### src/design/running_median_two_heaps_assert.svh
// Assertion helpers used by the running-median RTL file.
`ifndef RUNNING_MEDIAN_TWO_HEAPS_ASSERT_SVH
`define RUNNING_MEDIAN_TWO_HEAPS_ASSERT_SVH

// Hold cond at every clock edge outside reset.
`define RMTH_ASSERT(lbl, cond, msg) \
    lbl: assert property (@(posedge i_clk) disable iff (!i_rst_n) (cond)) else $error(msg);

// When pre holds, post must hold at the next edge.
`define RMTH_ASSERT_NEXT(lbl, pre, post, msg) \
    lbl: assert property (@(posedge i_clk) disable iff (!i_rst_n) (pre) |=> (post)) \
        else $error(msg);

`endif

### src/design/rmth_cmp.sv
`timescale 1ns / 1ps
`default_nettype none
// Heap order compare: a outranks b (greater for max-heap, smaller for min-heap).
module rmth_cmp #(
    parameter int WIDTH = 32
) (
    input  wire logic signed [WIDTH-1:0] i_a,
    input  wire logic signed [WIDTH-1:0] i_b,
    input  wire logic                    i_is_max,
    output logic                         o_outranks
);
    assign o_outranks = i_is_max ? (i_a > i_b) : (i_a < i_b);
endmodule
`default_nettype wire

### config.mk
export PLATFORM = sky130hd
export DESIGN_NAME = rmth_cmp
export DESIGN_NICKNAME = d
export VERILOG_FILES = /design/src/design/running_median_two_heaps_assert.svh /design/src/design/rmth_cmp.sv
export SDC_FILE = /design/constraint.sdc
export NUM_CORES = 1
export LEC_CHECK = 0
export BUFFER_PORTS_ARGS = -buffer_cell sky130_fd_sc_hd__clkbuf_2
export CORE_UTILIZATION = 45
export DETAILED_ROUTE_END_ITERATION = 8
export PLACE_DENSITY = 0.9
export SLEW_MARGIN = 20
export SYNTH_ARGS = -nofsm -noshare
export SYNTH_HDL_FRONTEND = slang
export SYNTH_SLANG_ARGS = --single-unit
### constraint.sdc
create_clock -name vclk -period 4.2
set_clock_uncertainty 0.2 [all_clocks]
set_input_delay 0.42 -clock vclk [all_inputs]
set_output_delay 0.42 -clock vclk [all_outputs]
set_load 0.03 [all_outputs]
==> flow_summary.yaml <==
power:
  power.density_mw_per_mm2: 92.0
  seqPwrFrac_pct: 0
  ir_drop_mv: 0.0585
  sw_frac_of_total_pct: 48.4
  power_uw: 110
  intPower_uw: 56.7
  p_clk_share_pct: 0
  p_sw_uw: 53.3
  p_leak_nw: 0.811
  pwr-share-comb_pct: 100.0
setup_path:
  path_buf_inv: 3
  crit_type: "in -> out"
  cp.required_ns: 3.58
  slowest_delay_ns: 0.33
  start_kind: "input port"
  crit_chain: "clkbuf_2 -> inv_1 -> ha_1 -> a21oi_2 -> nand2_1 -> a221o_1 -> a211o_1 -> a21oi_2 -> mux2_1 -> clkbuf_2"
  crit_family: "compound AO/OA/AOI/OAI gates"
  worst_ep_arrival_time_ns: 2.24
  crit_path_top_delay_cell: "a221o_1"
  worstPathMaxFanout: 3
  endpoint_kind: "output pin"
place:
  portBuffers: 66
  dpl_worst_slack_ns: 1.32
  place_hpwl_mm: 1.93
  placedCellCount: 209
  place.gp.congestion: 0.676
sta:
  hold_viol: 0
  setup_tns_ns: 0
  slew-limit-headroom_pct: 69.3
  slew_violations: 0
  fmax_mhz: 349
  rsz0062_at_grt: "no"
  min_period_over_period_pct: 68.1
  holdWs_ns: 1.25
  fin_ws_ns: 1.34
  setup_violations: 0
  tightest_slew_ns: 0.457
  final.min_clock_period_ns: 2.86
cts:
  cts_resized: 0
  ctsHoldBuffers: 0
  cts_setup_buffers: 0
drt:
  post_drt_wl_per_cell_um: 9.34
  dr.pass1.iters: 4
  avgViaCountPerCell: 4.86
  num_vias: 1015
  drtIter0Drc: 5
  wl_mm: 1.95
  drc: 0
  ant_nets: 0
synth:
  syn_inst: 118
  synth_nets: 215
  synth-adder-area-share_pct: 48.0
  yosys_warnings: 0
  syn-cell-area_um2: 835
  muxShareOfSynthArea_pct: 1.35
  yosysTopAreaCellShare_pct: 48.0
  yosys.area_share.simple_pct: 13.5
  synth_area_per_cell_um2: 7.07
  synth_top_family_by_area: "adder cells"
  ys_top_cells_by_count: "inv_1, ha_1, a21oi_1"
  yosysTopAreaCell: "ha_1"
  synth_xor_area_share_pct: 1.05
  ys_seq_area_share_pct: 0
  synth_compound_area_share_pct: 20.8
  yosysMostFrequentCell: "inv_1"
  synthTopCellsByArea: "ha_1, inv_1, a21oi_1"
  synth_cell_types: 20
die:
  coreArea_mm2: 0.00173
  placementRows: 15
  start_util_pct: 48.3
  die_h_um: 45.1
  io_pins: 66
  die_area_mm2: 0.00203
  die_width_um: 45.1
layout:
  regArea_um2: 0
  clkbuf_count: 0
  syn2layout_area_growth_pct: 43.3
  layoutNonFillerInstCount: 209
  multi_input_area_um2: 707
  n_antenna_cell: 0
  n_sequential_cell: 0
  nFillCells: 168
  drive_above_1_share_pct: 38.0
  nets: 283
global_route:
  antenna_found_initial: 0
  track_usage_pct: 20.8
  grt_max_degree: 4
  grt_pass1_vias: 957
  grt_pass1_wl_mm: 3.31
  gr-total-overflow: 0
run:
  maxCapViolations: 0
worst_hold_path:
  hold_class: "in -> out"
outcome:
  run_status: "finished, final reports clean"
## power by group through the flow
stage          sequential (mW)  combinational [mW]  clock [mW]
2_1_floorplan                0              0.0649           0
5_1_grt                      0               0.127           0
6_report                     0               0.110           0
3_3_place_gp                 0               0.104           0
3_5_place_dp                 0               0.111           0
4_1_cts                      0               0.112           0
## through the flow
step | util [%] | instance area [um^2]
after floorplan | - | 835
after global placement | 69.3 | 1200
after detailed placement | 69.3 | 1200
after CTS | 69.3 | 1200
after global routing | 69.3 | 1200
final | 69.3 | 1200
## kinds of logic (layout without fill, tap and decap cells)
logic type / count (synthesis) / in the layout
multiplexers: 1 / 1
adder cells (fa/ha/maj): 32 / 32
AO/OA/AOI/OAI: 28 / 28
AND/OR/NAND/NOR: 22 / 22
buffers and inverters: 34 / 100
XOR/XNOR: 1 / 1
## layout make-up
type / instances / share of cell area (%)
timing repair buffer: 66 / 27.6
inverter: 34 / 10.7
multi-input combinational: 84 / 59.1
tap: 25 / 2.62
## cell usage in the layout (no fill, tap or decap), types with 2 or more instances in the layout
| cell | netlist | layout |
|---|---|---|
| a21o_1 | 3 | 3 |
| a21oi_1 | 14 | 14 |
| a21oi_2 | 2 | 2 |
| clkbuf_2 | 0 | 66 |
| ha_1 | 32 | 32 |
| inv_1 | 34 | 34 |
| nand2_1 | 9 | 9 |
| nand3_1 | 2 | 2 |
| nand4_1 | 6 | 6 |
| nor2_1 | 2 | 2 |
| o21ai_0 | 4 | 4 |
## metal layers
metal,wire [um],track usage (%),vias up
li1,-,-,540
met1,711,20.2,439
met2,1130,45.8,36
met3,115,1.20,0
met4,0,4.24,0
met5,0,0,-
## worst min-delay path: cells and delay by family
| kind | cells | cell delay [ns] |
|---|---|---|
| XOR/XNOR | 1 | 0.16 |
| buffers and inverters | 2 | 0.30 |
| multiplexers | 1 | 0.15 |
## path summary, 6_finish.rpt
check	start	to	slack [ns]	depth (start not counted)
max	i_b[14]	o_outranks	1.34	10
min	i_is_max	o_outranks	1.25	4
Note: power is estimated with default switching activity, not from simulation.
